<file path="src/hdl/tbsd_pkg.sv">
// Package for the time bucket sensor decimator.
// Field widths, the reset bucket length and the command word passed from the
// front part to the back part. No dependencies.
`default_nettype none
package tbsd_pkg;

    localparam int W_TIME  = 48;
    localparam int W_VEC   = 48;
    localparam int W_TEMP  = 16;
    localparam int W_PRESS = 24;
    localparam int W_QUAT  = 32;
    localparam int W_LEN   = 32;
    localparam int W_EMIT  = 7;
    localparam int W_MEAN  = 24;

    localparam logic [W_LEN-1:0] LEN_RESET = 32'd10000;

    // One classified sample: its payload plus the bucket bookkeeping that the
    // front part has worked out for it.
    typedef struct packed {
        logic [W_TIME-1:0]        sample_time;
        logic [W_VEC-1:0]         accel;
        logic [W_VEC-1:0]         gyro;
        logic [W_VEC-1:0]         mag;
        logic signed [W_TEMP-1:0] temperature;
        logic [W_PRESS-1:0]       pressure;
        logic [2*W_QUAT-1:0]      orient;
        logic                     final_sample;
        logic [W_EMIT-1:0]        emit;
        logic                     gap;
        logic [W_TIME-1:0]        base;
        logic [W_LEN-1:0]         len;
        logic [W_TIME-1:0]        new_start;
    } t_cmd;

endpackage
`default_nettype wire

</file>
<file path="src/hdl/tbsd_smp_if.sv">
// Sample channel interface: valid/ready handshake and one sample word.
// Uses tbsd_pkg for field widths.
`default_nettype none
interface tbsd_smp_if;
    logic                              valid;
    logic                              ready;
    logic [tbsd_pkg::W_TIME-1:0]       sample_time;
    logic [tbsd_pkg::W_VEC-1:0]        accel;
    logic [tbsd_pkg::W_VEC-1:0]        gyro;
    logic [tbsd_pkg::W_VEC-1:0]        mag;
    logic signed [tbsd_pkg::W_TEMP-1:0] temperature;
    logic [tbsd_pkg::W_PRESS-1:0]      pressure;
    logic [tbsd_pkg::W_QUAT-1:0]       orientation_wx;
    logic [tbsd_pkg::W_QUAT-1:0]       orientation_yz;
    logic                              final_sample;

    modport source (output valid, sample_time, accel, gyro, mag, temperature, pressure,
                    orientation_wx, orientation_yz, final_sample, input ready);
    modport sink   (input valid, sample_time, accel, gyro, mag, temperature, pressure,
                    orientation_wx, orientation_yz, final_sample, output ready);
endinterface
`default_nettype wire

</file>
<file path="src/hdl/tbsd_bkt_if.sv">
// Bucket result channel interface: valid/ready handshake and one result word.
// Uses tbsd_pkg for field widths.
`default_nettype none
interface tbsd_bkt_if;
    logic                               valid;
    logic                               ready;
    logic [tbsd_pkg::W_TIME-1:0]        bucket_time;
    logic [tbsd_pkg::W_VEC-1:0]         accel_avg;
    logic [tbsd_pkg::W_VEC-1:0]         gyro_avg;
    logic [tbsd_pkg::W_VEC-1:0]         mag_avg;
    logic signed [tbsd_pkg::W_TEMP-1:0] temperature_avg;
    logic [tbsd_pkg::W_PRESS-1:0]       pressure_avg;
    logic [tbsd_pkg::W_QUAT-1:0]        orientation_out_wx;
    logic [tbsd_pkg::W_QUAT-1:0]        orientation_out_yz;
    logic                               last_of_run;
    logic                               recording_done;
    logic                               overflow_flag;

    modport source (output valid, bucket_time, accel_avg, gyro_avg, mag_avg, temperature_avg,
                    pressure_avg, orientation_out_wx, orientation_out_yz, last_of_run,
                    recording_done, overflow_flag, input ready);
    modport sink   (input valid, bucket_time, accel_avg, gyro_avg, mag_avg, temperature_avg,
                    pressure_avg, orientation_out_wx, orientation_out_yz, last_of_run,
                    recording_done, overflow_flag, output ready);
endinterface
`default_nettype wire

</file>
<file path="src/hdl/tbsd_div.sv">
// Iterative restoring divider, one quotient bit per cycle.
// Unsigned; standalone, no package dependency.
`default_nettype none
module tbsd_div #(
    parameter int NW = 48,
    parameter int DW = 32
) (
    input  wire logic          i_clk,
    input  wire logic          i_rst_n,
    input  wire logic          i_start,
    input  wire logic [NW-1:0] i_dividend,
    input  wire logic [DW-1:0] i_divisor,
    output logic               o_done,
    output logic [NW-1:0]      o_quot,
    output logic [DW-1:0]      o_rem
);
    localparam int CW = $clog2(NW + 1);

    logic [NW-1:0] r_quo;
    logic [DW-1:0] r_rem;
    logic [DW-1:0] r_dvs;
    logic [CW-1:0] r_cnt;
    logic          r_busy;
    logic          r_done;
    logic [DW:0]   w_sh;
    logic [DW+1:0] w_diff;

    assign w_sh   = {r_rem, r_quo[NW-1]};
    assign w_diff = {1'b0, w_sh} - {2'b00, r_dvs};

    always_ff @(posedge i_clk) begin
        if (!i_rst_n) begin
            r_busy <= 1'b0;
            r_done <= 1'b0;
            r_cnt  <= '0;
        end else begin
            r_done <= 1'b0;
            if (i_start) begin
                r_busy <= 1'b1;
                r_cnt  <= CW'(NW);
            end else if (r_busy) begin
                r_cnt <= r_cnt - 1'b1;
                if (r_cnt == CW'(1)) begin
                    r_busy <= 1'b0;
                    r_done <= 1'b1;
                end
            end
        end
    end

    always_ff @(posedge i_clk) begin
        if (i_start) begin
            r_quo <= i_dividend;
            r_rem <= '0;
            r_dvs <= i_divisor;
        end else if (r_busy) begin
            if (!w_diff[DW+1]) begin
                r_rem <= w_diff[DW-1:0];
                r_quo <= {r_quo[NW-2:0], 1'b1};
            end else begin
                r_rem <= w_sh[DW-1:0];
                r_quo <= {r_quo[NW-2:0], 1'b0};
            end
        end
    end

    assign o_done = r_done;
    assign o_quot = r_quo;
    assign o_rem  = r_rem;
endmodule
`default_nettype wire

</file>
<file path="src/hdl/tbsd_front.sv">
// Front part: accepts a sample, divides its distance from the open bucket by
// the bucket length and hands a classified command to the queue.
// Uses tbsd_pkg, tbsd_smp_if and tbsd_div.
`default_nettype none
module tbsd_front #(
    parameter int MAX_GAP_RESULTS = 64
) (
    input  wire logic                          i_clk,
    input  wire logic                          i_rst_n,
    input  wire logic [tbsd_pkg::W_LEN-1:0]    i_bucket_length,
    tbsd_smp_if.sink                           i_smp,
    input  wire logic                          i_q_full,
    output logic                               o_q_push,
    output tbsd_pkg::t_cmd                     o_q_cmd
);
    localparam logic [1:0] F_IDLE = 2'd0;
    localparam logic [1:0] F_DIV  = 2'd1;
    localparam logic [1:0] F_PUSH = 2'd2;

    logic [1:0]                      r_st;
    logic [tbsd_pkg::W_TIME-1:0]     r_bs;
    tbsd_pkg::t_cmd                  r_item;
    logic                            w_accept;
    logic [tbsd_pkg::W_LEN-1:0]      w_len;
    logic [tbsd_pkg::W_TIME-1:0]     w_dividend;
    logic                            w_done;
    logic [tbsd_pkg::W_TIME-1:0]     w_quot;
    logic [tbsd_pkg::W_LEN-1:0]      w_rem;
    logic                            w_gap;

    assign i_smp.ready = (r_st == F_IDLE);
    assign w_accept    = i_smp.valid && (r_st == F_IDLE);
    assign w_len       = (i_bucket_length == '0) ? tbsd_pkg::W_LEN'(1) : i_bucket_length;
    // A sample earlier than the open bucket stays in it.
    assign w_dividend  = (i_smp.sample_time >= r_bs) ? (i_smp.sample_time - r_bs) : '0;

    tbsd_div #(.NW(tbsd_pkg::W_TIME), .DW(tbsd_pkg::W_LEN)) u_div (
        .i_clk      (i_clk),
        .i_rst_n    (i_rst_n),
        .i_start    (w_accept),
        .i_dividend (w_dividend),
        .i_divisor  (w_len),
        .o_done     (w_done),
        .o_quot     (w_quot),
        .o_rem      (w_rem)
    );

    assign w_gap = (w_quot > tbsd_pkg::W_TIME'(MAX_GAP_RESULTS));

    always_comb begin
        o_q_cmd      = r_item;
        o_q_cmd.gap  = w_gap;
        o_q_cmd.emit = w_gap ? tbsd_pkg::W_EMIT'(MAX_GAP_RESULTS)
                             : w_quot[tbsd_pkg::W_EMIT-1:0];
        o_q_cmd.new_start = (w_quot != '0)
            ? (r_item.sample_time - {{(tbsd_pkg::W_TIME - tbsd_pkg::W_LEN){1'b0}}, w_rem})
            : r_item.base;
    end

    assign o_q_push = (r_st == F_PUSH) && !i_q_full;

    always_ff @(posedge i_clk) begin
        if (!i_rst_n) begin
            r_st <= F_IDLE;
            r_bs <= '0;
        end else begin
            case (r_st)
                F_IDLE: begin
                    if (w_accept) r_st <= F_DIV;
                end
                F_DIV: begin
                    if (w_done) r_st <= F_PUSH;
                end
                F_PUSH: begin
                    if (!i_q_full) begin
                        r_st <= F_IDLE;
                        r_bs <= r_item.final_sample ? '0 : o_q_cmd.new_start;
                    end
                end
                default: r_st <= F_IDLE;
            endcase
        end
    end

    always_ff @(posedge i_clk) begin
        if (w_accept) begin
            r_item.sample_time  <= i_smp.sample_time;
            r_item.accel        <= i_smp.accel;
            r_item.gyro         <= i_smp.gyro;
            r_item.mag          <= i_smp.mag;
            r_item.temperature  <= i_smp.temperature;
            r_item.pressure     <= i_smp.pressure;
            r_item.orient       <= {i_smp.orientation_yz, i_smp.orientation_wx};
            r_item.final_sample <= i_smp.final_sample;
            r_item.emit         <= '0;
            r_item.gap          <= 1'b0;
            r_item.base         <= r_bs;
            r_item.len          <= w_len;
            r_item.new_start    <= r_bs;
        end
    end
endmodule
`default_nettype wire

</file>
<file path="src/hdl/tbsd_queue.sv">
// Two-entry command queue between the front and back parts.
// Uses tbsd_pkg for the command type.
`default_nettype none
module tbsd_queue (
    input  wire logic     i_clk,
    input  wire logic     i_rst_n,
    input  wire logic     i_push,
    input  tbsd_pkg::t_cmd i_data,
    output logic          o_full,
    output logic          o_valid,
    input  wire logic     i_pop,
    output tbsd_pkg::t_cmd o_data
);
    tbsd_pkg::t_cmd r_mem [2];
    logic           r_wp;
    logic           r_rp;
    logic [1:0]     r_cnt;

    assign o_full  = (r_cnt == 2'd2);
    assign o_valid = (r_cnt != 2'd0);
    assign o_data  = r_mem[r_rp];

    always_ff @(posedge i_clk) begin
        if (!i_rst_n) begin
            r_wp  <= 1'b0;
            r_rp  <= 1'b0;
            r_cnt <= 2'd0;
        end else begin
            if (i_push) r_wp <= ~r_wp;
            if (i_pop)  r_rp <= ~r_rp;
            r_cnt <= r_cnt + {1'b0, i_push} - {1'b0, i_pop};
        end
    end

    always_ff @(posedge i_clk) begin
        if (i_push) r_mem[r_wp] <= i_data;
    end
endmodule
`default_nettype wire

</file>
<file path="src/hdl/tbsd_back.sv">
// Back part: keeps the running sums of the open bucket, emits closed buckets
// with their means and chosen orientation, and folds each sample in.
// Uses tbsd_pkg, tbsd_bkt_if and tbsd_div.
`default_nettype none
module tbsd_back #(
    parameter int AXES            = 3,
    parameter int COUNT_WIDTH     = 16,
    parameter int COMPONENT_WIDTH = 16
) (
    input  wire logic   i_clk,
    input  wire logic   i_rst_n,
    input  wire logic   i_q_valid,
    input  tbsd_pkg::t_cmd i_q_cmd,
    output logic        o_q_pop,
    tbsd_bkt_if.source  o_bkt
);
    localparam int NV  = 3 * AXES;
    localparam int NCH = NV + 2;
    localparam int KW  = $clog2(NCH);
    localparam int SW  = COMPONENT_WIDTH + COUNT_WIDTH;
    localparam int TW  = tbsd_pkg::W_TEMP + COUNT_WIDTH;
    localparam int PW  = tbsd_pkg::W_PRESS + COUNT_WIDTH;
    localparam int MW  = tbsd_pkg::W_MEAN;
    localparam logic [COUNT_WIDTH-1:0] COUNT_MAX = '1;

    localparam logic [2:0] S_IDLE   = 3'd0;
    localparam logic [2:0] S_LOOP   = 3'd1;
    localparam logic [2:0] S_DIV_GO = 3'd2;
    localparam logic [2:0] S_DIV_WT = 3'd3;
    localparam logic [2:0] S_EMIT   = 3'd4;
    localparam logic [2:0] S_ACC    = 3'd5;

    logic [2:0]                   r_st;
    tbsd_pkg::t_cmd               r_cmd;
    logic [tbsd_pkg::W_EMIT-1:0]  r_left;
    logic                         r_firstb;
    logic [tbsd_pkg::W_TIME-1:0]  r_bt;
    logic [KW-1:0]                r_k;

    logic signed [SW-1:0]         r_vsum [NV];
    logic signed [TW-1:0]         r_tsum;
    logic [PW-1:0]                r_psum;
    logic [COUNT_WIDTH-1:0]       r_cnt;
    logic                         r_sat;
    logic [tbsd_pkg::W_TIME-1:0]  r_prev_t;
    logic [2*tbsd_pkg::W_QUAT-1:0] r_prev_q;
    logic                         r_prev_v;
    logic [2*tbsd_pkg::W_QUAT-1:0] r_first_q;
    logic [2*tbsd_pkg::W_QUAT-1:0] r_chosen_q;
    logic                         r_found;
    logic [MW-1:0]                r_hm [NCH];

    logic                         r_ov;
    logic [tbsd_pkg::W_TIME-1:0]  r_o_time;
    logic [tbsd_pkg::W_VEC-1:0]   r_o_acc;
    logic [tbsd_pkg::W_VEC-1:0]   r_o_gyr;
    logic [tbsd_pkg::W_VEC-1:0]   r_o_mag;
    logic [tbsd_pkg::W_TEMP-1:0]  r_o_temp;
    logic [tbsd_pkg::W_PRESS-1:0] r_o_press;
    logic [2*tbsd_pkg::W_QUAT-1:0] r_o_q;
    logic                         r_o_last;
    logic                         r_o_done;
    logic                         r_o_ovf;

    logic                         w_out_free;
    logic                         w_load;
    logic [PW-1:0]                w_mag_in;
    logic                         w_neg;
    logic                         w_div_done;
    logic [PW-1:0]                w_quot;
    logic [COUNT_WIDTH-1:0]       w_rem;
    logic [MW-1:0]                w_mean;
    logic [tbsd_pkg::W_VEC-1:0]   w_acc_p;
    logic [tbsd_pkg::W_VEC-1:0]   w_gyr_p;
    logic [tbsd_pkg::W_VEC-1:0]   w_mag_p;
    logic [2*tbsd_pkg::W_QUAT-1:0] w_q;
    logic [tbsd_pkg::W_TIME:0]    w_c;
    logic [tbsd_pkg::W_TIME:0]    w_t;
    logic signed [tbsd_pkg::W_TIME+1:0] w_dp;
    logic signed [tbsd_pkg::W_TIME+1:0] w_dt;

    assign o_q_pop    = (r_st == S_IDLE) && i_q_valid;
    assign w_out_free = !r_ov || o_bkt.ready;
    assign w_load     = (r_st == S_EMIT) && w_out_free;

    // Magnitude and sign of the channel under division.
    always_comb begin
        logic signed [SW-1:0] v;
        v        = '0;
        w_mag_in = '0;
        w_neg    = 1'b0;
        for (int j = 0; j < NV; j++) begin
            if (r_k == KW'(j)) v = r_vsum[j];
        end
        if (r_k == KW'(NV)) begin
            w_neg    = r_tsum[TW-1];
            w_mag_in = PW'(w_neg ? (-r_tsum) : r_tsum);
        end else if (r_k == KW'(NV + 1)) begin
            w_mag_in = r_psum;
        end else begin
            w_neg    = v[SW-1];
            w_mag_in = PW'(w_neg ? (-v) : v);
        end
    end

    tbsd_div #(.NW(PW), .DW(COUNT_WIDTH)) u_div (
        .i_clk      (i_clk),
        .i_rst_n    (i_rst_n),
        .i_start    (r_st == S_DIV_GO),
        .i_dividend (w_mag_in),
        .i_divisor  (r_cnt),
        .o_done     (w_div_done),
        .o_quot     (w_quot),
        .o_rem      (w_rem)
    );

    // The remainder is not needed; the mean truncates toward zero.
    assign w_mean = (w_neg && (w_rem == w_rem)) ? (-w_quot[MW-1:0]) : w_quot[MW-1:0];

    always_comb begin
        w_acc_p = '0;
        w_gyr_p = '0;
        w_mag_p = '0;
        for (int a = 0; a < AXES; a++) begin
            w_acc_p[a*COMPONENT_WIDTH +: COMPONENT_WIDTH] =
                r_hm[KW'(a)][COMPONENT_WIDTH-1:0];
            w_gyr_p[a*COMPONENT_WIDTH +: COMPONENT_WIDTH] =
                r_hm[KW'(AXES + a)][COMPONENT_WIDTH-1:0];
            w_mag_p[a*COMPONENT_WIDTH +: COMPONENT_WIDTH] =
                r_hm[KW'(2*AXES + a)][COMPONENT_WIDTH-1:0];
        end
    end

    assign w_q = r_found ? r_chosen_q : ((r_cnt != '0) ? r_first_q : r_cmd.orient);

    // Centre of the bucket the sample lands in, and distances either side.
    assign w_c  = {1'b0, r_cmd.new_start} + {17'b0, r_cmd.len[tbsd_pkg::W_LEN-1:1]};
    assign w_t  = {1'b0, r_cmd.sample_time};
    assign w_dp = $signed({1'b0, w_c}) - $signed({2'b00, r_prev_t});
    assign w_dt = $signed({1'b0, w_t - w_c});

    always_ff @(posedge i_clk) begin
        if (!i_rst_n) begin
            r_st     <= S_IDLE;
            r_ov     <= 1'b0;
            r_left   <= '0;
            r_firstb <= 1'b0;
            r_k      <= '0;
            for (int j = 0; j < NV; j++) r_vsum[j] <= '0;
            r_tsum   <= '0;
            r_psum   <= '0;
            r_cnt    <= '0;
            r_sat    <= 1'b0;
            r_prev_t <= '0;
            r_prev_q <= '0;
            r_prev_v <= 1'b0;
            r_first_q  <= '0;
            r_chosen_q <= '0;
            r_found  <= 1'b0;
            for (int j = 0; j < NCH; j++) r_hm[j] <= '0;
        end else begin
            if (o_bkt.ready) r_ov <= 1'b0;
            if (w_load) r_ov <= 1'b1;
            case (r_st)
                S_IDLE: begin
                    if (i_q_valid) begin
                        r_left   <= i_q_cmd.emit;
                        r_firstb <= 1'b1;
                        r_st     <= S_LOOP;
                    end
                end
                S_LOOP: begin
                    if (r_left == '0) begin
                        r_st <= S_ACC;
                    end else if (r_firstb && (r_cnt != '0)) begin
                        r_k  <= '0;
                        r_st <= S_DIV_GO;
                    end else begin
                        r_st <= S_EMIT;
                    end
                end
                S_DIV_GO: r_st <= S_DIV_WT;
                S_DIV_WT: begin
                    if (w_div_done) begin
                        r_hm[r_k] <= w_mean;
                        if (r_k == KW'(NCH - 1)) begin
                            r_st <= S_EMIT;
                        end else begin
                            r_k  <= r_k + 1'b1;
                            r_st <= S_DIV_GO;
                        end
                    end
                end
                S_EMIT: begin
                    if (w_out_free) begin
                        for (int j = 0; j < NV; j++) r_vsum[j] <= '0;
                        r_tsum     <= '0;
                        r_psum     <= '0;
                        r_cnt      <= '0;
                        r_sat      <= 1'b0;
                        r_first_q  <= '0;
                        r_chosen_q <= '0;
                        r_found    <= 1'b0;
                        r_left     <= r_left - 1'b1;
                        r_firstb   <= 1'b0;
                        r_st       <= S_LOOP;
                    end
                end
                S_ACC: begin
                    r_st <= S_IDLE;
                    if (r_cmd.final_sample) begin
                        for (int j = 0; j < NV; j++) r_vsum[j] <= '0;
                        r_tsum     <= '0;
                        r_psum     <= '0;
                        r_cnt      <= '0;
                        r_sat      <= 1'b0;
                        r_prev_t   <= '0;
                        r_prev_q   <= '0;
                        r_prev_v   <= 1'b0;
                        r_first_q  <= '0;
                        r_chosen_q <= '0;
                        r_found    <= 1'b0;
                        for (int j = 0; j < NCH; j++) r_hm[j] <= '0;
                    end else begin
                        if (!r_found && (w_t >= w_c)) begin
                            r_chosen_q <= (r_prev_v && (w_dp < w_dt)) ? r_prev_q
                                                                      : r_cmd.orient;
                            r_found    <= 1'b1;
                        end
                        if (r_cnt == COUNT_MAX) begin
                            r_sat <= 1'b1;
                        end else begin
                            if (r_cnt == '0) r_first_q <= r_cmd.orient;
                            for (int a = 0; a < AXES; a++) begin
                                r_vsum[a] <= r_vsum[a] + SW'($signed(
                                    r_cmd.accel[a*COMPONENT_WIDTH +: COMPONENT_WIDTH]));
                                r_vsum[AXES + a] <= r_vsum[AXES + a] + SW'($signed(
                                    r_cmd.gyro[a*COMPONENT_WIDTH +: COMPONENT_WIDTH]));
                                r_vsum[2*AXES + a] <= r_vsum[2*AXES + a] + SW'($signed(
                                    r_cmd.mag[a*COMPONENT_WIDTH +: COMPONENT_WIDTH]));
                            end
                            r_tsum <= r_tsum + TW'(r_cmd.temperature);
                            r_psum <= r_psum + PW'(r_cmd.pressure);
                            r_cnt  <= r_cnt + 1'b1;
                        end
                        r_prev_t <= r_cmd.sample_time;
                        r_prev_q <= r_cmd.orient;
                        r_prev_v <= 1'b1;
                    end
                end
                default: r_st <= S_IDLE;
            endcase
        end
    end

    always_ff @(posedge i_clk) begin
        if (o_q_pop) begin
            r_cmd <= i_q_cmd;
            r_bt  <= i_q_cmd.base + {17'b0, i_q_cmd.len[tbsd_pkg::W_LEN-1:1]};
        end else if (w_load) begin
            r_bt <= r_bt + {16'b0, r_cmd.len};
        end
        if (w_load) begin
            r_o_time  <= r_bt;
            r_o_acc   <= w_acc_p;
            r_o_gyr   <= w_gyr_p;
            r_o_mag   <= w_mag_p;
            r_o_temp  <= r_hm[KW'(NV)][tbsd_pkg::W_TEMP-1:0];
            r_o_press <= r_hm[KW'(NV + 1)][tbsd_pkg::W_PRESS-1:0];
            r_o_q     <= w_q;
            r_o_last  <= (r_left == tbsd_pkg::W_EMIT'(1));
            r_o_done  <= (r_left == tbsd_pkg::W_EMIT'(1)) && r_cmd.final_sample;
            r_o_ovf   <= r_sat || r_cmd.gap;
        end
    end

    assign o_bkt.valid              = r_ov;
    assign o_bkt.bucket_time        = r_o_time;
    assign o_bkt.accel_avg          = r_o_acc;
    assign o_bkt.gyro_avg           = r_o_gyr;
    assign o_bkt.mag_avg            = r_o_mag;
    assign o_bkt.temperature_avg    = $signed(r_o_temp);
    assign o_bkt.pressure_avg       = r_o_press;
    assign o_bkt.orientation_out_wx = r_o_q[tbsd_pkg::W_QUAT-1:0];
    assign o_bkt.orientation_out_yz = r_o_q[2*tbsd_pkg::W_QUAT-1:tbsd_pkg::W_QUAT];
    assign o_bkt.last_of_run        = r_o_last;
    assign o_bkt.recording_done     = r_o_done;
    assign o_bkt.overflow_flag      = r_o_ovf;
endmodule
`default_nettype wire

</file>
<file path="src/hdl/time_bucket_sensor_decimator.sv">
// Time bucket sensor decimator, top level.
// Holds the bucket length register and joins front, queue and back parts.
// Uses tbsd_pkg, tbsd_smp_if, tbsd_bkt_if, tbsd_front, tbsd_queue, tbsd_back.
//
// Samples come in on i_smp in nondecreasing time order; each closed bucket
// leaves on o_bkt as one word carrying the truncated means, the chosen
// orientation and run flags. The front part takes a sample and runs a
// bit-serial division of its distance from the open bucket by the
// bucket length; it accepts the next sample as soon as the command is queued.
// The back part folds each sample in, emits each bucket that closes, and
// works out the 3*AXES+2 means when a bucket with samples closes, since
// every mean goes through one shared serial divider. A queue of two
// commands lets both parts stall separately.
`default_nettype none
module time_bucket_sensor_decimator #(
    parameter int AXES            = 3,
    parameter int COUNT_WIDTH     = 16,
    parameter int MAX_GAP_RESULTS = 64,
    parameter int COMPONENT_WIDTH = 16
) (
    input  wire logic                       i_clk,
    input  wire logic                       i_rst_n,
    input  wire logic                       i_cfg_we,
    input  wire logic [tbsd_pkg::W_LEN-1:0] i_cfg_wdata,
    tbsd_smp_if.sink                        i_smp,
    tbsd_bkt_if.source                      o_bkt
);
    logic [tbsd_pkg::W_LEN-1:0] r_bucket_length;
    logic                       w_push;
    logic                       w_pop;
    logic                       w_full;
    logic                       w_qvalid;
    tbsd_pkg::t_cmd             w_cmd_in;
    tbsd_pkg::t_cmd             w_cmd_out;

    always_ff @(posedge i_clk) begin
        if (!i_rst_n) begin
            r_bucket_length <= tbsd_pkg::LEN_RESET;
        end else if (i_cfg_we) begin
            r_bucket_length <= i_cfg_wdata;
        end
    end

    tbsd_front #(.MAX_GAP_RESULTS(MAX_GAP_RESULTS)) u_front (
        .i_clk           (i_clk),
        .i_rst_n         (i_rst_n),
        .i_bucket_length (r_bucket_length),
        .i_smp           (i_smp),
        .i_q_full        (w_full),
        .o_q_push        (w_push),
        .o_q_cmd         (w_cmd_in)
    );

    tbsd_queue u_queue (
        .i_clk   (i_clk),
        .i_rst_n (i_rst_n),
        .i_push  (w_push),
        .i_data  (w_cmd_in),
        .o_full  (w_full),
        .o_valid (w_qvalid),
        .i_pop   (w_pop),
        .o_data  (w_cmd_out)
    );

    tbsd_back #(
        .AXES            (AXES),
        .COUNT_WIDTH     (COUNT_WIDTH),
        .COMPONENT_WIDTH (COMPONENT_WIDTH)
    ) u_back (
        .i_clk     (i_clk),
        .i_rst_n   (i_rst_n),
        .i_q_valid (w_qvalid),
        .i_q_cmd   (w_cmd_out),
        .o_q_pop   (w_pop),
        .o_bkt     (o_bkt)
    );

    // A word that closes a recording is always the last of its run.
    a_done_is_last: assert property (@(posedge i_clk) disable iff (!i_rst_n)
        o_bkt.valid && o_bkt.recording_done |-> o_bkt.last_of_run)
        else $error("recording_done without last_of_run");

    // The back part never takes a command from an empty queue.
    a_no_pop_empty: assert property (@(posedge i_clk) disable iff (!i_rst_n)
        w_pop |-> w_qvalid)
        else $error("queue popped while empty");

    // The front part never pushes into a full queue.
    a_no_push_full: assert property (@(posedge i_clk) disable iff (!i_rst_n)
        w_push |-> !w_full)
        else $error("queue pushed while full");
endmodule
`default_nettype wire

</file>
<file path="src/flat_wrapper.sv">
// flat-port wrapper written by rule: the top's interface ports become plain ports
module time_bucket_sensor_decimator_flat 
#(
    parameter int AXES            = 3,
    parameter int COUNT_WIDTH     = 16,
    parameter int MAX_GAP_RESULTS = 64,
    parameter int COMPONENT_WIDTH = 16
)
  (i_clk, i_rst_n, i_cfg_we, i_cfg_wdata, i_smp_valid, i_smp_sample_time, i_smp_accel, i_smp_gyro, i_smp_mag, i_smp_temperature, i_smp_pressure, i_smp_orientation_wx, i_smp_orientation_yz, i_smp_final_sample, i_smp_ready, o_bkt_valid, o_bkt_bucket_time, o_bkt_accel_avg, o_bkt_gyro_avg, o_bkt_mag_avg, o_bkt_temperature_avg, o_bkt_pressure_avg, o_bkt_orientation_out_wx, o_bkt_orientation_out_yz, o_bkt_last_of_run, o_bkt_recording_done, o_bkt_overflow_flag, o_bkt_ready);
  tbsd_smp_if i_smp_i ();
  tbsd_bkt_if o_bkt_i ();
  input  wire logic i_clk;
  input  wire logic i_rst_n;
  input  wire logic i_cfg_we;
  input  wire logic [tbsd_pkg::W_LEN-1:0] i_cfg_wdata;
  input wire logic [$bits(i_smp_i.valid)-1:0] i_smp_valid;
  input wire logic [$bits(i_smp_i.sample_time)-1:0] i_smp_sample_time;
  input wire logic [$bits(i_smp_i.accel)-1:0] i_smp_accel;
  input wire logic [$bits(i_smp_i.gyro)-1:0] i_smp_gyro;
  input wire logic [$bits(i_smp_i.mag)-1:0] i_smp_mag;
  input wire logic [$bits(i_smp_i.temperature)-1:0] i_smp_temperature;
  input wire logic [$bits(i_smp_i.pressure)-1:0] i_smp_pressure;
  input wire logic [$bits(i_smp_i.orientation_wx)-1:0] i_smp_orientation_wx;
  input wire logic [$bits(i_smp_i.orientation_yz)-1:0] i_smp_orientation_yz;
  input wire logic [$bits(i_smp_i.final_sample)-1:0] i_smp_final_sample;
  output wire logic [$bits(i_smp_i.ready)-1:0] i_smp_ready;
  output wire logic [$bits(o_bkt_i.valid)-1:0] o_bkt_valid;
  output wire logic [$bits(o_bkt_i.bucket_time)-1:0] o_bkt_bucket_time;
  output wire logic [$bits(o_bkt_i.accel_avg)-1:0] o_bkt_accel_avg;
  output wire logic [$bits(o_bkt_i.gyro_avg)-1:0] o_bkt_gyro_avg;
  output wire logic [$bits(o_bkt_i.mag_avg)-1:0] o_bkt_mag_avg;
  output wire logic [$bits(o_bkt_i.temperature_avg)-1:0] o_bkt_temperature_avg;
  output wire logic [$bits(o_bkt_i.pressure_avg)-1:0] o_bkt_pressure_avg;
  output wire logic [$bits(o_bkt_i.orientation_out_wx)-1:0] o_bkt_orientation_out_wx;
  output wire logic [$bits(o_bkt_i.orientation_out_yz)-1:0] o_bkt_orientation_out_yz;
  output wire logic [$bits(o_bkt_i.last_of_run)-1:0] o_bkt_last_of_run;
  output wire logic [$bits(o_bkt_i.recording_done)-1:0] o_bkt_recording_done;
  output wire logic [$bits(o_bkt_i.overflow_flag)-1:0] o_bkt_overflow_flag;
  input wire logic [$bits(o_bkt_i.ready)-1:0] o_bkt_ready;
  assign i_smp_i.valid = i_smp_valid;
  assign i_smp_i.sample_time = i_smp_sample_time;
  assign i_smp_i.accel = i_smp_accel;
  assign i_smp_i.gyro = i_smp_gyro;
  assign i_smp_i.mag = i_smp_mag;
  assign i_smp_i.temperature = i_smp_temperature;
  assign i_smp_i.pressure = i_smp_pressure;
  assign i_smp_i.orientation_wx = i_smp_orientation_wx;
  assign i_smp_i.orientation_yz = i_smp_orientation_yz;
  assign i_smp_i.final_sample = i_smp_final_sample;
  assign i_smp_ready = i_smp_i.ready;
  assign o_bkt_valid = o_bkt_i.valid;
  assign o_bkt_bucket_time = o_bkt_i.bucket_time;
  assign o_bkt_accel_avg = o_bkt_i.accel_avg;
  assign o_bkt_gyro_avg = o_bkt_i.gyro_avg;
  assign o_bkt_mag_avg = o_bkt_i.mag_avg;
  assign o_bkt_temperature_avg = o_bkt_i.temperature_avg;
  assign o_bkt_pressure_avg = o_bkt_i.pressure_avg;
  assign o_bkt_orientation_out_wx = o_bkt_i.orientation_out_wx;
  assign o_bkt_orientation_out_yz = o_bkt_i.orientation_out_yz;
  assign o_bkt_last_of_run = o_bkt_i.last_of_run;
  assign o_bkt_recording_done = o_bkt_i.recording_done;
  assign o_bkt_overflow_flag = o_bkt_i.overflow_flag;
  assign o_bkt_i.ready = o_bkt_ready;
  time_bucket_sensor_decimator #(.AXES(AXES), .COUNT_WIDTH(COUNT_WIDTH), .MAX_GAP_RESULTS(MAX_GAP_RESULTS), .COMPONENT_WIDTH(COMPONENT_WIDTH)) u_core (.i_clk(i_clk), .i_rst_n(i_rst_n), .i_cfg_we(i_cfg_we), .i_cfg_wdata(i_cfg_wdata), .i_smp(i_smp_i), .o_bkt(o_bkt_i));
endmodule
</file>
<file path="config.mk">
export PLATFORM = sky130hd
export DESIGN_NAME = time_bucket_sensor_decimator_flat
export DESIGN_NICKNAME = d
export VERILOG_FILES = /design/src/hdl/tbsd_pkg.sv /design/src/hdl/tbsd_smp_if.sv /design/src/hdl/tbsd_bkt_if.sv /design/src/hdl/tbsd_div.sv /design/src/hdl/tbsd_front.sv /design/src/hdl/tbsd_queue.sv /design/src/hdl/tbsd_back.sv /design/src/hdl/time_bucket_sensor_decimator.sv /design/src/flat_wrapper.sv
export SDC_FILE = /design/constraint.sdc
export NUM_CORES = 2
export LEC_CHECK = 0
export BUFFER_PORTS_ARGS = -buffer_cell sky130_fd_sc_hd__buf_4
export CORE_UTILIZATION = 46
export DETAILED_ROUTE_END_ITERATION = 10
export HOLD_SLACK_MARGIN = 0.02
export PLACE_DENSITY = 0.69
export SLEW_MARGIN = 5
export SYNTH_ARGS = -nofsm -noshare
export SYNTH_HDL_FRONTEND = slang
export SYNTH_SLANG_ARGS = --single-unit
</file>
<file path="constraint.sdc">
create_clock -name i_clk -period 23.4 [get_ports i_clk]
set_input_delay 1.17 -clock i_clk [delete_from_list [all_inputs] [get_ports i_clk]]
set_output_delay 1.17 -clock i_clk [all_outputs]
set_load 0.01 [all_outputs]
</file>
### After elaboration in Yosys (flattened, before gate mapping)

Memory sizes are Yosys's and may differ from the RTL's. A register that Yosys moved wholly into a read port is not among the register bits.
Index checks and enable logic that the tools add are counted.

| storage, ports and cells | value |
|---|---|
| register bits after elaboration | 1519 |
| memories kept | 3 |
| word-level logic and storage cells | 381 |
| output and inout bits | 301 |
| bits in writable memories | 1418 |

| cells by class | value |
|---|---|
| reduce and logical (&&, ||, !) cells | 43 |
| bitwise operators | 44 |
| $lt $le $gt $ge | 4 |
| muxes and demuxes | 161 |
| eq/ne operators | 35 |
| $add $sub $neg | 30 |

Memories:

| name | depth | bits a word | read ports | clocked after memory_dff | wr ports | RTL line | RTL |
|---|---|---|---|---|---|---|---|
| u_core.u_queue.r_mem | 2 | 433 | 1 | 1 | 1 | tbsd_queue.sv:14 | `tbsd_pkg::t_cmd r_mem [2];` |
| u_core.u_back.r_vsum | 9 | 32 | 9 | 0 | 9 | tbsd_back.sv:40 | `logic signed [SW-1:0] r_vsum [NV];` |
| u_core.u_back.r_hm | 11 | 24 | 11 | 11 | 11 | tbsd_back.sv:51 | `logic [MW-1:0] r_hm [NCH];` |

Operator list:

| kind | number |
|---|---|
| $mux 32 | 40 |
| $mux 64 | 10 |
| $mux 48 | 8 |
| $mux 40 | 9 |
| $add 32x16->32 | 10 |
| $mux 24 | 13 |
| $pmux 64 s2 | 2 |
| $neg 32->40 | 2 |
| $pmux 40 s2 | 1 |
| $mux 16 | 4 |
| $pmux 32 s2 | 1 |
| $lt 50x50->1 | 1 |
| $sub 49x48->50 | 1 |
| $add 48x31->49 | 1 |
| $ge 48x49->1 | 1 |
| $sub 48x49->49 | 1 |
| $add 48x31->48 | 1 |
| $add 48x32->48 | 1 |
| $ge 48x48->1 | 1 |
| $gt 48x7->1 const B | 1 |
| $reduce_bool 48->1 | 1 |
| $sub 48x32->48 | 1 |
| $sub 48x48->48 | 1 |
| $mux 1 | 44 |
| other kinds (56) | 161 |

### Depth between registers and ports, before layout

| depth | value |
|---|---|
| word-level depth | 15 |
| depth in mapped cells | 41 |
| gate-level depth less buffers | 39 |

### Hierarchy

A second synthesis with hierarchy kept.

| second synthesis, totals | value |
|---|---|
| cells, all modules | 12117 |
| area, all modules | 149540.9 um^2 |

By module, submodules not included:

| module | cells an instance | times used | area each (um^2) |
|---|---|---|---|
| tbsd_back | 8000 | 1 | 84740.0 |
| tbsd_queue | 1368 | 1 | 33075.5 |
| tbsd_front | 1657 | 1 | 19809.0 |
| tbsd_div at u_core.u_front.u_div | 642 | 1 | 6577.6 |
| tbsd_div at u_core.u_back.u_div | 347 | 1 | 4107.7 |
| time_bucket_sensor_decimator | 103 | 1 | 1231.2 |

### Worst setup path after synthesis

OpenSTA, ideal clock, no wires.

| timing path | value |
|---|---|
| path type | flip-flop to flip-flop |
| start | register u_core.u_queue.r_cnt[0] |
| end | register u_core.u_queue.r_wp |
| clock period less this slack | 20263 ps |
| setup slack | 3137 ps |
| library setup time | 143 ps |
| cell stages (with the launch flop) | 7 |
| arrival time | 20120 ps |
| cell sequence | dfxtp_1 -> nand2b_1 -> nand3b_1 -> clkbuf_1 -> clkbuf_1 -> nor2_1 -> o21a_1 |

| on the way | value |
|---|---|
| word-level cells in the longest chain between the ends | 3 |

RTL lines:

| element | RTL line | RTL |
|---|---|---|
| start, declared | tbsd_queue.sv:17 | `logic [1:0] r_cnt;` |
| start signal, assigned | tbsd_queue.sv:31 | `r_cnt <= r_cnt + {1'b0, i_push} - {1'b0, i_pop};` |
| $eq 2x2->1 | tbsd_queue.sv:19 | `assign o_full = (r_cnt == 2'd2);` |
| $logic_not 1->1 | -- |  |
| $logic_and 1x1->1 | tbsd_front.sv:60 | `assign o_q_push = (r_st == F_PUSH) && !i_q_full;` |
| end signal, assigned | tbsd_queue.sv:29 | `if (i_push) r_wp <= ~r_wp;` |
| end, declared | tbsd_queue.sv:15 | `logic r_wp;` |

Every way passes these cells.
A chain may end at the register's enable or synchronous reset.

### Final worst setup path

| timing path | value |
|---|---|
| start | register u_core.u_back.r_cmd[49] (netlist name) |
| end | register u_core.u_back.r_chosen_q[52] (netlist name) |

| on the way | value |
|---|---|
| word-level cells in the longest chain between the ends | 8 |

RTL lines:

| element | RTL line | RTL |
|---|---|---|
| start, declared | tbsd_back.sv:34 | `tbsd_pkg::t_cmd r_cmd;` |
| start signal, assigned | tbsd_back.sv:258 | `r_cmd <= i_q_cmd;` |
| $add 48x31->49 * | tbsd_back.sv:137 | `assign w_c = {1'b0, r_cmd.new_start} + {17'b0, r_cmd.len[tbsd_pkg::W_LEN-1:1]};` |
| $sub 49x48->50 / $sub 48x49->49 (equally long branches) | tbsd_back.sv:139, tbsd_back.sv:140 |  |
| $lt 50x50->1 | tbsd_back.sv:226 | `r_chosen_q <= (r_prev_v && (w_dp < w_dt)) ? r_prev_q` |
| $logic_and 1x1->1 | tbsd_back.sv:226 |  |
| $mux 64 | tbsd_back.sv:226 |  |
| $mux 64 | tbsd_back.sv:225 | `if (!r_found && (w_t >= w_c)) begin` |
| $mux 64 | tbsd_back.sv:211 | `if (r_cmd.final_sample) begin` |
| $pmux 64 s2 | tbsd_back.sv:164 | `case (r_st)` |
| end signal, assigned | tbsd_back.sv:226 |  |
| end, declared | tbsd_back.sv:49 | `logic [2*tbsd_pkg::W_QUAT-1:0] r_chosen_q;` |

Mark *: on every way between the ends. The rest lies on a longest branch, timed or not. The select of a mux whose other input is x is not followed.

==> flow_metrics.env <==
export IMPL_status="complete, no violations"
export IMPL_async_reset_ff_frac=0
export IMPL_drc=0
export IMPL_syn2layout_area_growth_pct=14.0
export IMPL_place_port_buffers=634
export IMPL_start_util=0.463
export IMPL_cts_buffers=332
export IMPL_wl_um=366000
export IMPL_cts_setup_buffers=0
export IMPL_path_class="flop to flop"
export IMPL_fin_crit_ps=10500
export IMPL_max_freq_ghz=0.0952
export IMPL_drive_gt1_frac=0.141
export IMPL_dp_hpwl_um=255000
export IMPL_antenna_found_initial=29
export IMPL_critPathArrivalTime_ps=11310
export IMPL_ys_top_cells_by_area="edfxtp_1, dfxtp_1, ha_1, mux2_2, nor2_1"
export IMPL_worst_slew_pin_slew_ps=1260
export IMPL_ys_seq_area_frac=0.597
export IMPL_htree_levels=5
export IMPL_grt_pass1_wl_um=550000
export IMPL_vias_per_cell=5.61
export IMPL_path_max_fanout=65
export IMPL_yosysTopAreaCell="edfxtp_1"
export IMPL_setup_tns_ps=0
export IMPL_num_nets_final=13570
export IMPL_clock_sinks=3042
export IMPL_cp_start_kind="flop"
export IMPL_grt_overflow=0
export IMPL_die_w_um=563
export IMPL_synth_area_per_cell_um2=12.1
export IMPL_grt_max_degree=172
export IMPL_slew_headroom=0.156
export IMPL_initialDrtViolationCount=8776
export IMPL_cts_resized=0
export IMPL_die_area_um2=317000
export IMPL_gp_congestion=0.930
export IMPL_synth_top_flop_cell="edfxtp_1"
export IMPL_crit_path_frequent_cell="a21o_1"
export IMPL_grt_pass1_vias=91200
export IMPL_max_cap_viol_count=0
export IMPL_drv_slew=0
export IMPL_rows=205
export IMPL_syn_instance_count=11925
export IMPL_period_share=0.449
export IMPL_dr_pass1_iters=6
export IMPL_detail_route_antenna_nets=0
export IMPL_core_area_um2=312000
export IMPL_synth_edf_count=2544
export IMPL_ys_seq_elements=3042
export IMPL_rsz0062_at_grt="false"
export IMPL_fin_area_um2=165000
export IMPL_setup_viol=0
export IMPL_worstSkewPairLatency_ps=940
export IMPL_ios=635
export IMPL_cts_tree="done"
export IMPL_placed_area_um2=154000
export IMPL_cp_slowest_cell="and2_4"
export IMPL_powerDensity_nw_per_um2=109
export IMPL_grt_total_usage=0.225
export IMPL_final_cell_mix="edfxtp_1, nor2_1, nand2_1"
export IMPL_root_buffer="clkbuf_16"
export IMPL_min_path_type="flop to flop"
export IMPL_end_kind="flop"
export IMPL_synth_warnings=0
export IMPL_clock_path_buffers=4
export IMPL_die_h_um=563
export IMPL_mostFrequentLayoutCell="edfxtp_1"
export IMPL_vias=94957
export IMPL_cts_hold_buf=0
export IMPL_slowest_delay_ps=870
export IMPL_power_leakage_nw=60.4
export IMPL_synth_distinct_cells=95
export IMPL_cp_data_required_time_ps=24210
export IMPL_skew_ps=78.9
export IMPL_clk_pin_slew_ps=60
export IMPL_wl_per_cell_um=21.6
export IMPL_max_vdd_ir_drop_mv=0.0802
export IMPL_synth_top_area_share=0.528
export IMPL_hold_viol_final=0
export IMPL_syn_num_nets=12987
export IMPL_syn_area_um2=145000
## per-layer routing
layer / up-vias / global-route usage / part of all wire
met5: - / 0 / 0.00038
met4: 22 / 0.0641 / 0.027
met3: 481 / 0.0312 / 0.068
met2: 2890 / 0.352 / 0.45
met1: 46202 / 0.325 / 0.46
li1: 45362 / - / -
## where the power goes
part | leakage, nW | switching, mW | total (mW) | internal (mW)
clock network | 5.35 | 2.22 | 5.27 | 3.05
registers | 28.0 | 0.416 | 6.99 | 6.58
logic | 27.1 | 3.39 | 5.74 | 2.35
## cells in the mapped netlist, types with 169 or more instances
cell / n
xnor2_1: 385
xor2_1: 288
nand3_1: 233
o21ai_0: 616
a21oi_1: 669
edfxtp_1: 2544
a22oi_1: 169
ha_1: 708
nor2_1: 968
dfxtp_1: 498
mux2_2: 412
inv_1: 477
a21o_1: 254
clkbuf_1: 430
nand2_1: 838
nor2b_1: 283
## critical path, delay by kind of cell, from the launching register on
kind                       cells  cell delay (ps)
DFF                            1              390
AOI/OAI and AO/OA             17             4940
adders and majority gates      5             1680
and+or+nand+nor                7             2080
buffers and inverters          3              880
xor gates and xnor gates       2              350
## sequential cells by signal, indices dropped and copies added (netlist names), 64 cells and up, named ones only
| register | cells |
|---|---|
| u_core.u_back.r_chosen_q | 64 |
| u_core.u_back.r_cmd | 378 |
| u_core.u_back.r_first_q | 64 |
| u_core.u_back.r_hm | 184 |
| u_core.u_back.r_o_q | 64 |
| u_core.u_back.r_prev_q | 64 |
| u_core.u_back.r_vsum | 288 |
| u_core.u_front.o_q_cmd | 377 |
| u_core.u_queue.r_mem | 866 |
## kinds of logic after synthesis
group / count (synthesis) / share of synthesized area
AOI/OAI and AO/OA: 2722 / 0.123
DFF: 3042 / 0.597
buffers and inverters: 980 / 0.0262
and+or+nand+nor: 3219 / 0.106
adders and majority gates: 735 / 0.0645
xor gates and xnor gates: 680 / 0.0418
muxes: 547 / 0.0414
## path summary, 6_finish.rpt
kind / start / endpoint / slack [ps] / cells past startpoint
min: u_core.u_back.r_hm[10][21] / o_bkt_pressure_avg[21] / 370 / 0
max reg2reg: u_core.u_back.r_cmd[49] / u_core.u_back.r_chosen_q[52] / 12900 / 34
max: u_core.u_back.r_cmd[49] / u_core.u_back.r_chosen_q[52] / 12900 / 34
min reg2reg: u_core.u_back.r_hm[10][21] / o_bkt_pressure_avg[21] / 370 / 0
## per-stage QoR
| step | utilization | setup WS [ps] | cells | total power, mW | hold slack, ps |
|---|---|---|---|---|---|
| floorplan | - | 3140 | 11925 | 11.4 | 400 |
| global placement | 0.492 | 13060 | 16314 | 12.8 | 401 |
| detailed placement | 0.492 | 12850 | 16314 | 12.8 | 405 |
| CTS | 0.528 | 12780 | 16919 | 18.1 | 332 |
| global route | 0.528 | 12180 | 16920 | 19.0 | 358 |
| finish | 0.528 | 12900 | 16929 | 18.0 | 374 |
## final cells by class
type / instances / area (um^2)
timing repair buffer: 751 / 5680
tap: 4140 / 5180
clock buffer: 417 / 8920
antenna: 10 / 25.0
fill: 26572 / 148000
inverter: 478 / 1820
sequential: 3042 / 86400
clock inverter: 188 / 2120
multi-input combinational: 7903 / 54700
Note: power is estimated with default switching activity, not from simulation.
